**config.mk**
```make
export PLATFORM = sky130hd
export DESIGN_NAME = session_registry_table_unit
export DESIGN_NICKNAME = d
export VERILOG_FILES = /design/src/srt_pkg.sv /design/src/srt_cell.sv /design/src/session_registry_table_unit.sv
export SDC_FILE = /design/constraint.sdc
export NUM_CORES = 2
export LEC_CHECK = 0
export BUFFER_PORTS_ARGS = -buffer_cell sky130_fd_sc_hd__buf_2
export CORE_ASPECT_RATIO = 1.4
export CORE_UTILIZATION = 55
export CTS_CLUSTER_DIAMETER = 30
export CTS_CLUSTER_SIZE = 8
export DETAILED_ROUTE_END_ITERATION = 12
export HOLD_SLACK_MARGIN = 0.05
export PLACE_DENSITY = 0.7
export SYNTH_ARGS = -nofsm -noshare
export SYNTH_HDL_FRONTEND = slang
export SYNTH_SLANG_ARGS = --single-unit
```
**constraint.sdc**
```tcl
create_clock -name clk -period 11.4 [get_ports clk]
set_input_delay 0 -clock clk [delete_from_list [all_inputs] [get_ports clk]]
set_output_delay 0 -clock clk [all_outputs]
set_load 0.01 [all_outputs]
```
**src/srt_pkg.sv**
```systemverilog
// Package with the shared constants, codes and handoff types of the session registry table.
`timescale 1ns / 1ps

package srt_pkg;

    localparam int SLOT_COUNT_DEF   = 16;
    localparam int KEY_BITS_DEF     = 32;
    localparam int HANDLE_BITS_DEF  = 16;

    localparam int OP_BITS          = 2;
    localparam int KEY_PORT_BITS    = 32;
    localparam int GEN_BITS         = 64;
    localparam int HANDLE_PORT_BITS = 16;
    localparam int STATUS_BITS      = 3;

    localparam logic [OP_BITS-1:0] OP_ADD  = 2'd0;
    localparam logic [OP_BITS-1:0] OP_DROP = 2'd1;
    localparam logic [OP_BITS-1:0] OP_FIND = 2'd2;

    localparam logic [STATUS_BITS-1:0] ST_OK           = 3'd0;
    localparam logic [STATUS_BITS-1:0] ST_NOT_FOUND    = 3'd1;
    localparam logic [STATUS_BITS-1:0] ST_GEN_MISMATCH = 3'd2;
    localparam logic [STATUS_BITS-1:0] ST_FULL         = 3'd3;
    localparam logic [STATUS_BITS-1:0] ST_NULL         = 3'd4;

    typedef struct packed {
        logic hit;
        logic free;
        logic gen_eq;
    } scan_flags_t;

    typedef struct packed {
        logic refresh;
        logic fill;
        logic drop;
    } commit_t;

endpackage

```
**src/srt_cell.sv**
```systemverilog
// One slot of the table: stored entry, scan step toward the next slot and write-back.
`timescale 1ns / 1ps

module srt_cell #(
    parameter int KEY_BITS    = srt_pkg::KEY_BITS_DEF,
    parameter int HANDLE_BITS = srt_pkg::HANDLE_BITS_DEF
) (
    input  logic                          clk,
    input  logic                          rst_n,
    input  logic                          step_in,
    input  srt_pkg::scan_flags_t          flags_in,
    input  logic [HANDLE_BITS-1:0]        hfound_in,
    input  logic [KEY_BITS-1:0]           key,
    input  logic [srt_pkg::GEN_BITS-1:0]  gen,
    input  logic [HANDLE_BITS-1:0]        handle,
    input  srt_pkg::commit_t              commit,
    output logic                          step_out,
    output srt_pkg::scan_flags_t          flags_out,
    output logic [HANDLE_BITS-1:0]        hfound_out
);
    import srt_pkg::*;

    logic                   valid_reg, valid_next;
    logic [KEY_BITS-1:0]    key_reg, key_next;
    logic [GEN_BITS-1:0]    gen_reg, gen_next;
    logic [HANDLE_BITS-1:0] handle_reg, handle_next;
    logic                   mark_hit_reg, mark_hit_next;
    logic                   mark_free_reg, mark_free_next;
    logic                   step_reg, step_next;
    scan_flags_t            flags_reg, flags_next;
    logic [HANDLE_BITS-1:0] hfound_reg, hfound_next;

    logic hit_here;
    logic first_hit;

    assign hit_here  = valid_reg && (key_reg == key);
    assign first_hit = hit_here && !flags_in.hit;

    always_comb
    begin
        valid_next     = valid_reg;
        key_next       = key_reg;
        gen_next       = gen_reg;
        handle_next    = handle_reg;
        mark_hit_next  = mark_hit_reg;
        mark_free_next = mark_free_reg;
        flags_next     = flags_reg;
        hfound_next    = hfound_reg;
        step_next      = step_in;

        if (step_in)
        begin
            mark_hit_next     = first_hit;
            mark_free_next    = !valid_reg && !flags_in.free;
            flags_next.hit    = flags_in.hit | hit_here;
            flags_next.free   = flags_in.free | !valid_reg;
            flags_next.gen_eq = first_hit ? (gen_reg == gen) : flags_in.gen_eq;
            hfound_next       = first_hit ? handle_reg : hfound_in;
        end

        if (commit.refresh && mark_hit_reg)
        begin
            gen_next    = gen;
            handle_next = handle;
        end

        if (commit.drop && mark_hit_reg)
        begin
            valid_next  = 1'b0;
            handle_next = '0;
        end

        if (commit.fill && mark_free_reg)
        begin
            valid_next  = 1'b1;
            key_next    = key;
            gen_next    = gen;
            handle_next = handle;
        end
    end

    always_ff @(posedge clk or negedge rst_n)
    begin
        if (!rst_n)
        begin
            valid_reg     <= 1'b0;
            mark_hit_reg  <= 1'b0;
            mark_free_reg <= 1'b0;
            step_reg      <= 1'b0;
            flags_reg     <= '0;
        end
        else
        begin
            valid_reg     <= valid_next;
            mark_hit_reg  <= mark_hit_next;
            mark_free_reg <= mark_free_next;
            step_reg      <= step_next;
            flags_reg     <= flags_next;
        end
    end

    always_ff @(posedge clk)
    begin
        key_reg    <= key_next;
        gen_reg    <= gen_next;
        handle_reg <= handle_next;
        hfound_reg <= hfound_next;
    end

    assign step_out   = step_reg;
    assign flags_out  = flags_reg;
    assign hfound_out = hfound_reg;

endmodule

```
**src/session_registry_table_unit.sv**
```systemverilog
// Top level of the session registry table: request capture, slot chain and result register.
//
// A transaction is accepted at a rising edge where start is high and busy is low;
// opcode, conn_key, gen_value and handle_in are sampled at that edge.
// The request then walks the chain of slot cells, one slot per cycle, from slot 0
// upward, collecting the lowest matching slot and the lowest free slot.
// When it leaves the last slot, the chosen slot is written in the same cycle.
// The result appears on status and handle_out with done high for exactly one cycle,
// registered from the cycle in which the request leaves the last slot.
// Busy drops in the cycle that shows done, so a new transaction may be accepted at the
// edge that ends it; no new transaction is accepted while one is walking the chain.
// The receiver cannot stall: a result is taken in the cycle in which done is high.
// Reset clears every valid mark, so the table starts empty; busy and done are low.
// Keys, generations and handles of slots are only read while their valid mark is set.
`timescale 1ns / 1ps

module session_registry_table_unit #(
    parameter int SLOT_COUNT  = srt_pkg::SLOT_COUNT_DEF,
    parameter int KEY_BITS    = srt_pkg::KEY_BITS_DEF,
    parameter int HANDLE_BITS = srt_pkg::HANDLE_BITS_DEF
) (
    input  logic                                  clk,
    input  logic                                  rst_n,
    input  logic                                  start,
    output logic                                  busy,
    input  logic [srt_pkg::OP_BITS-1:0]           opcode,
    input  logic [srt_pkg::KEY_PORT_BITS-1:0]     conn_key,
    input  logic [srt_pkg::GEN_BITS-1:0]          gen_value,
    input  logic [srt_pkg::HANDLE_PORT_BITS-1:0]  handle_in,
    output logic                                  done,
    output logic [srt_pkg::STATUS_BITS-1:0]       status,
    output logic [srt_pkg::HANDLE_PORT_BITS-1:0]  handle_out
);
    import srt_pkg::*;

    logic                        accept;
    logic                        busy_reg, busy_next;
    logic                        go_reg;
    logic                        done_reg;
    logic [OP_BITS-1:0]          op_reg;
    logic [KEY_BITS-1:0]         key_reg;
    logic [GEN_BITS-1:0]         gen_reg;
    logic [HANDLE_BITS-1:0]      handle_reg;
    logic [STATUS_BITS-1:0]      status_reg, status_next;
    logic [HANDLE_PORT_BITS-1:0] handle_out_reg, handle_out_next;

    logic [KEY_BITS-1:0]         key_ext;
    logic [HANDLE_BITS-1:0]      handle_ext;
    logic [HANDLE_BITS-1:0]      hout_full;
    logic [HANDLE_PORT_BITS-1:0] hout_port;

    logic [SLOT_COUNT:0]         step_chain;
    scan_flags_t                 flags_chain [0:SLOT_COUNT];
    logic [HANDLE_BITS-1:0]      hfound_chain [0:SLOT_COUNT];

    logic                        last;
    scan_flags_t                 last_flags;
    commit_t                     commit;

    assign accept = start && !busy_reg;

    generate
        if (KEY_BITS > KEY_PORT_BITS)
        begin : g_key_wide
            assign key_ext = {{(KEY_BITS - KEY_PORT_BITS){1'b0}}, conn_key};
        end
        else if (KEY_BITS == KEY_PORT_BITS)
        begin : g_key_same
            assign key_ext = conn_key;
        end
        else
        begin : g_key_narrow
            assign key_ext = conn_key[KEY_BITS-1:0];
        end

        if (HANDLE_BITS > HANDLE_PORT_BITS)
        begin : g_hdl_wide
            assign handle_ext = {{(HANDLE_BITS - HANDLE_PORT_BITS){1'b0}}, handle_in};
            assign hout_port  = hout_full[HANDLE_PORT_BITS-1:0];
        end
        else if (HANDLE_BITS == HANDLE_PORT_BITS)
        begin : g_hdl_same
            assign handle_ext = handle_in;
            assign hout_port  = hout_full;
        end
        else
        begin : g_hdl_narrow
            assign handle_ext = handle_in[HANDLE_BITS-1:0];
            assign hout_port  = {{(HANDLE_PORT_BITS - HANDLE_BITS){1'b0}}, hout_full};
        end
    endgenerate

    assign step_chain[0]   = go_reg;
    assign flags_chain[0]  = '0;
    assign hfound_chain[0] = '0;

    generate
        for (genvar i = 0; i < SLOT_COUNT; i++)
        begin : g_slot
            srt_cell #(
                .KEY_BITS    (KEY_BITS),
                .HANDLE_BITS (HANDLE_BITS)
            ) u_cell (
                .clk        (clk),
                .rst_n      (rst_n),
                .step_in    (step_chain[i]),
                .flags_in   (flags_chain[i]),
                .hfound_in  (hfound_chain[i]),
                .key        (key_reg),
                .gen        (gen_reg),
                .handle     (handle_reg),
                .commit     (commit),
                .step_out   (step_chain[i+1]),
                .flags_out  (flags_chain[i+1]),
                .hfound_out (hfound_chain[i+1])
            );
        end
    endgenerate

    assign last       = step_chain[SLOT_COUNT];
    assign last_flags = flags_chain[SLOT_COUNT];

    always_comb
    begin
        commit      = '0;
        status_next = ST_OK;
        hout_full   = '0;
        if (last)
        begin
            case (op_reg)
                OP_ADD:
                begin
                    if (handle_reg == '0)
                        status_next = ST_NULL;
                    else if (last_flags.hit)
                        commit.refresh = 1'b1;
                    else if (last_flags.free)
                        commit.fill = 1'b1;
                    else
                        status_next = ST_FULL;
                end
                OP_DROP:
                begin
                    if (!last_flags.hit)
                        status_next = ST_NOT_FOUND;
                    else
                        commit.drop = 1'b1;
                end
                OP_FIND:
                begin
                    if (!last_flags.hit)
                        status_next = ST_NOT_FOUND;
                    else if (!last_flags.gen_eq)
                        status_next = ST_GEN_MISMATCH;
                    else
                        hout_full = hfound_chain[SLOT_COUNT];
                end
                default:
                begin
                    status_next = ST_OK;
                end
            endcase
        end
    end

    assign handle_out_next = hout_port;

    always_comb
    begin
        busy_next = busy_reg;
        if (accept)
            busy_next = 1'b1;
        else if (last)
            busy_next = 1'b0;
    end

    always_ff @(posedge clk or negedge rst_n)
    begin
        if (!rst_n)
        begin
            busy_reg <= 1'b0;
            go_reg   <= 1'b0;
            done_reg <= 1'b0;
        end
        else
        begin
            busy_reg <= busy_next;
            go_reg   <= accept;
            done_reg <= last;
        end
    end

    always_ff @(posedge clk)
    begin
        if (accept)
        begin
            op_reg     <= opcode;
            key_reg    <= key_ext;
            gen_reg    <= gen_value;
            handle_reg <= handle_ext;
        end
        if (last)
        begin
            status_reg     <= status_next;
            handle_out_reg <= handle_out_next;
        end
    end

    assign busy       = busy_reg;
    assign done       = done_reg;
    assign status     = status_reg;
    assign handle_out = handle_out_reg;

    a_single_token : assert property (@(posedge clk) disable iff (!rst_n)
        $onehot0(step_chain))
        else $error("More than one transaction is walking the slot chain.");

    a_idle_chain : assert property (@(posedge clk) disable iff (!rst_n)
        !busy_reg |-> (step_chain == '0))
        else $error("Slot chain is active while the unit is not busy.");

    a_done_follows_last : assert property (@(posedge clk) disable iff (!rst_n)
        last |=> (done_reg && !busy_reg))
        else $error("Result strobe or busy release missing after the last slot.");

    a_done_from_busy : assert property (@(posedge clk) disable iff (!rst_n)
        done_reg |-> $past(busy_reg))
        else $error("Result strobe without a transaction in flight.");

    a_status_range : assert property (@(posedge clk) disable iff (!rst_n)
        done_reg |-> (status_reg <= ST_NULL))
        else $error("Result status carries an undefined code.");

endmodule

```
Word level (Yosys, flattened, before mapping) --
Cells that the tools add are included.
Storage, ports and cells: register bits after elaboration 2294, bits in latches 0, bits in writable memories 0, ROM bits 0, output and inout port bits 21, memories kept 0
Cells by class: add/subtract/negate cells 0, multipliers 0, div/mod/pow operators 0, magnitude comparators 0, equality and inequality tests 34, shift-type cells 0, multiplexer cells 159, bitwise operators 30, reductions and logical operators 194
Operator list (number):
- two-way mux 64 bit | 32
- == test 64 bit | 16
- two-way mux 16 bit | 63
- == test 32 bit | 16
- logical AND 1 bit | 95
- nonzero test 2 bit | 33
- two-way mux 1 bit | 55
- nonzero test 3 bit | 16
- zero test 1 bit | 47
- OR 1 bit | 30
- zero test 16 bit | 1
- two-way mux 2 bit | 6
- one-hot mux 3 bit (3 select lines) | 1
- two-way mux 3 bit | 2
- AND reduction 3 bit | 1
- == test 2 x 1 -> 1 bit (second input constant) | 1
- == test 2 bit (second input constant) | 1
- zero test 2 bit | 1

Longest topological paths before layout --
depth in word-level cells 9, depth in mapped cells 9, mapped depth without buffers 6

By module --
From an unflattened synthesis, not the netlist that was laid out.
Second synthesis, totals: cell total of the unflattened synthesis 5407, area, all modules 93272.0 sq um
Modules (own cells, without submodules):
- srt_cell | times used 16, cells each 327, area an instance 5559.1 sq um
- session_registry_table_unit | times used 1, cells each 175, area an instance 4326.6 sq um

Least setup slack after synthesis --
No wires, ideal clock.
path kind reg2reg, start reg busy_reg, in the netlist busy, end reg go_reg, library setup time 657 ps, arrival 5515 ps, slack 5227 ps, stages on the path, launching flop included 2, buffers on the path 0, clock period less this slack 6173 ps, path through dfrtp_1 nor2b_1
Between the ends: longest elaborated chain between the ends 2
RTL lines:
- start, declared | line session_registry_table_unit.sv:37 | logic busy_reg, busy_next;
- start signal, assigned | line session_registry_table_unit.sv:187 | busy_reg <= busy_next;
- zero test 1 bit | line session_registry_table_unit.sv:60 | assign accept = start && !busy_reg;
- logical AND 1 bit | line session_registry_table_unit.sv:60
- net accept | line session_registry_table_unit.sv:36 | logic accept;
- end signal, assigned | line session_registry_table_unit.sv:188 | go_reg <= accept;
- end, declared | line session_registry_table_unit.sv:38 | logic go_reg;
The timed path passes the listed nets, and every way through them passes these cells. A chain may end at the register's enable or synchronous reset.

Worst setup path after layout --
start reg key_reg[9], end reg g_slot[2].u_cell.hfound_reg[6] (data pin)
Between the ends: longest elaborated chain between the ends 4
RTL lines:
- start, declared | line session_registry_table_unit.sv:41 | logic [KEY_BITS-1:0] key_reg;
- start signal, assigned | line session_registry_table_unit.sv:198 | key_reg <= key_ext;
- == test 32 bit | line srt_cell.sv:36 | assign hit_here = valid_reg && (key_reg == key);
- logical AND 1 bit | line srt_cell.sv:36
- logical AND 1 bit | line srt_cell.sv:37 | assign first_hit = hit_here && !flags_in.hit;
- two-way mux 16 bit | line srt_cell.sv:58 | hfound_next = first_hit ? handle_reg : hfound_in;
- end signal, assigned | line srt_cell.sv:107 | hfound_reg <= hfound_next;
- end, declared | line srt_cell.sv:31 | logic [HANDLE_BITS-1:0] hfound_reg, hfound_next;
No other way between the ends.

==> metrics.md <==
| Metric | Value |
|---|---|
| Sequential share of power | `about 44%` |
| Post-synthesis compound-gate area fraction | `1.37%` |
| RSZ-0062 raised after global routing | `false` |
| Clock period minus worst slack | `slightly above 4000 ps` |
| Syn Nets | `between 5000 and 6000` |
| Max FFs per register | `between 1000 and 1500` |
| Register Area | `0.0683 mm2` |
| Crit path largest cell delay | `approximately 950 ps` |
| Async S/R FF share, synth | `~5%` |
| Endpoints failing hold | `0` |
| Horiz. Die Dim | `approximately 350 um` |
| Global route overflow | `0` |
| Clk Latency, worst-skew pair | `950 ps` |
| Final Max Tran Viols | `0` |
| I/O pins | `~140` |
| Worst vdd ir | `0.000245 V` |
| Non-Filler Instances | `between 8000 and 9000` |
| Number of detailed-route iterations in the first pass | `5` |
| Bufs on Longest Clock Path | `4` |
| Ys flop type | `edfxtp_1` |
| Pwr/cell area | `about 210 mW/mm2` |
| TritonCTS Buffers | `400` |
| Yosys Warn Count | `0` |
| Simple-Gate Fraction of Synth Area | `7.08%` |
| Routed Antenna Nets | `0` |
| PostCTS Resize Cnt | `0` |
| Fin crit share | `a little over a third` |
| CTS tree | `built` |
| Slew @ Worst Pin | `1210 ps` |
| Worst endpoint required time | `12080 ps` |
| Setup Fix Bufs, Post-CTS | `0` |
| Vias | `about 51000` |
| Relative slew slack | `a little under 20%` |
| Outcome | `complete, no violations` |
| Initial antenna violation count | `6` |
| Worst Skew | `roughly 75 ps` |
| Instance count of the mapped netlist | `around 5700` |
| HP Class | `input pin to async pin` |
| Initial Util | `a little under three fifths` |
| Row count | `approximately 180` |
| Share of the yosys chip area belonging to registers | `approximately three quarters` |
| # DRC | `0` |
| Final Wtd Congestion | `about 0.86` |
| Post-layout power | `between 20000 and 25000 uW` |
| CP Launch Type | `flip-flop` |
| Post-route setup slack | `7260 ps` |
| GRT Overall Usage | `between 20% and 30%` |
| Largest family of logic cells by synthesized area | `XOR/XNOR gates` |
| Die height | `a little under 500 um` |
| # setup viols final | `0` |
| Post-Synth XOR/XNOR Area | `about an eighth` |
| Clock share of power | `45.5%` |
| Synth Area per Inst | `approximately 16 um2` |
| Vias per cell | `between 5 and 6` |
| Switching Share | `roughly a quarter` |
| Setup WS pre-CTS | `7310 ps` |
| Clock root buffer | `clkbuf_16` |
| Post-synthesis sequential element count | `2294` |
| CP cell instances | `buf_4, inv_1, a221o_1, nor4b_1, nand4_1, nor2_2, mux2_2` |
| Fin nets | `~6500` |
| Data arrival, critical path | `slightly below 5000 ps` |
| Die area | `0.171 mm2` |
| H-tree depth | `5` |
| Logic pwr share | `a little over a tenth` |
| Fmax | `between 200 and 250 MHz` |
| Maxcap violations | `0` |
| Share of synthesized area spent on multiplexers | `roughly 3.3%` |
| Critical setup path kind | `flip-flop to flip-flop` |
| First-pass GRT wire length | `between 300 and 400 mm` |
| Synth cell types | `between 50 and 60` |
| Hold Worst Slack | `approximately 230 ps` |
| Mapped cell area | `0.0931 mm2` |
| Slowest CP cell | `nor2_2` |
| Layout cells sized above 1 | `~18%` |
| Sw Pwr | `~5700 uW` |
| P_int | `17800 uW` |
| P_leak | `0.0372 uW` |
| Setup TNS | `0 ps` |
| Crit end category | `flip-flop` |
| Post-DP HPWL | `145 mm` |
| Wire per inst | `26.9 um` |
| Multi-input gate area | `about 0.023 mm2` |
| Filler cells | `11180` |
| Cell count after placement | `between 7000 and 8000` |
| Largest net degree at the start of global routing | `65` |
| CP Max Fanout | `32` |
| Worst-path clk slew | `roughly 50 ps` |
| DRT Wirelength | `between 200 and 250 mm` |
| Vias in the first global route | `52893` |
| Port bufs | `~140` |
| Post-synth EDFFs | `roughly 2200` |
| Core Footprint | `~0.17 mm2` |
| Sinks on Clock Net | `around 2300` |
| Area grow syn2layout | `19.7%` |
| Adder-cell area share of the yosys netlist | `0%` |
| Starting DRC count in detailed routing | `roughly 4500` |
## synthesized netlist by cell type, types with 62 or more instances
| master | number | area (um2) |
|---|---|---|
| dfrtp_1 | 113 | 2830 |
| nor4_1 | 180 | 1130 |
| nand2b_1 | 80 | 500 |
| nand2_1 | 166 | 623 |
| clkbuf_1 | 193 | 724 |
| nand4_1 | 256 | 1600 |
| buf_2 | 62 | 310 |
| mux2_2 | 261 | 2940 |
| edfxtp_1 | 2181 | 65500 |
| xor2_1 | 461 | 4040 |
| xnor2_1 | 942 | 8250 |
| inv_1 | 114 | 428 |
| and2_1 | 288 | 1800 |
## logic make-up (layout without fill, tap and decap cells)
| family | count (synthesis) | count (layout) |
|---|---|---|
| flip-flops | 2294 | 2294 |
| XOR/XNOR | 1403 | 1403 |
| AND/OR/NAND/NOR | 1142 | 1142 |
| buffers and inverters | 380 | 1326 |
| multiplexers | 270 | 270 |
| AO/OA/AOI/OAI | 167 | 167 |
| other | 0 | 2 |
## cell usage in the layout (no fill, tap or decap), drive strengths merged, types with 7 or more instances in the layout
cell	count
bufinv	25
clkinvlp	7
inv	122
o21ai	24
edfxtp	2181
clkinv	120
o2bb2ai	7
a222oi	9
nand2	166
nor3	21
o22ai	11
dlygate4sd3	231
or4	15
nor2b	24
nand3	32
a31oi	21
buf	334
and2	288
dfrtp	113
mux2	269
a21oi	8
clkbuf	487
nand4	256
nand2b	80
nor4	182
nor2	62
xnor2	942
xor2	461
o2111ai	28
o221ai	22
## power groups by stage
stage          sequential (uW)  clock (uW)  combinational (uW)
2_1_floorplan            10400           0                1410
3_3_place_gp             10400           0                2450
3_5_place_dp             10400           0                2520
4_1_cts                  10200       10800                2600
5_1_grt                  10300       11200                2760
6_report                 10200       10700                2600
## layer usage
layer	up-vias	GRT usage, %	wire, um
met5	-	0	42
met4	6	14.6	12600
met3	543	4.86	15200
met2	2045	50.3	124000
met1	26018	32.8	85700
li1	22192	-	-
## layout make-up
class | instances | share of cell area (%)
multi-input combinational | 2982 | 21.0
sequential | 2294 | 61.3
antenna | 2 | 0.00449
clock buffer | 487 | 9.46
clock inverter | 159 | 1.26
inverter | 115 | 0.387
timing repair buffer | 565 | 4.05
tap | 2250 | 2.53
## path summary, 6_finish.rpt
path / startpoint / end / slack (ps) / cells after the start
max: key_reg[9] / g_slot[2].u_cell.hfound_out[6] / 7260 / 7
min: rst_n / g_slot[7].u_cell.step_out / 230 / 4
max reg2reg: key_reg[9] / g_slot[2].u_cell.hfound_out[6] / 7260 / 7
min reg2reg: g_slot[10].u_cell.step_out / g_slot[11].u_cell.step_out / 400 / 0
max in group asynchronous: rst_n / g_slot[0].u_cell.flags_out[0] / 10440 / 4
min in group clk: start / op_reg[0] / 270 / 4
## what timing repair did
| item | CTS | global route |
|---|---|---|
| endpoints found under the hold margin | 248 | 0 |
| hold buffers | 232 | 0 |
| endpoints found under the setup margin | 0 | 0 |
## through the flow
stage / util (%) / cell area (um2)
floorplan: - / 93100
global placement: 57.8 / 97100
detailed placement: 57.8 / 97100
CTS: 66.3 / 111000
global route: 66.3 / 111000
finish: 66.3 / 111000
## critical path: cells and delay by family (launching register included)
family	cells	cell delay [ps]
flops	1	310
mux	1	430
simple gates	3	1890
buf+inv	2	770
compound gates	1	400
Note: power is estimated with default switching activity, not from simulation.
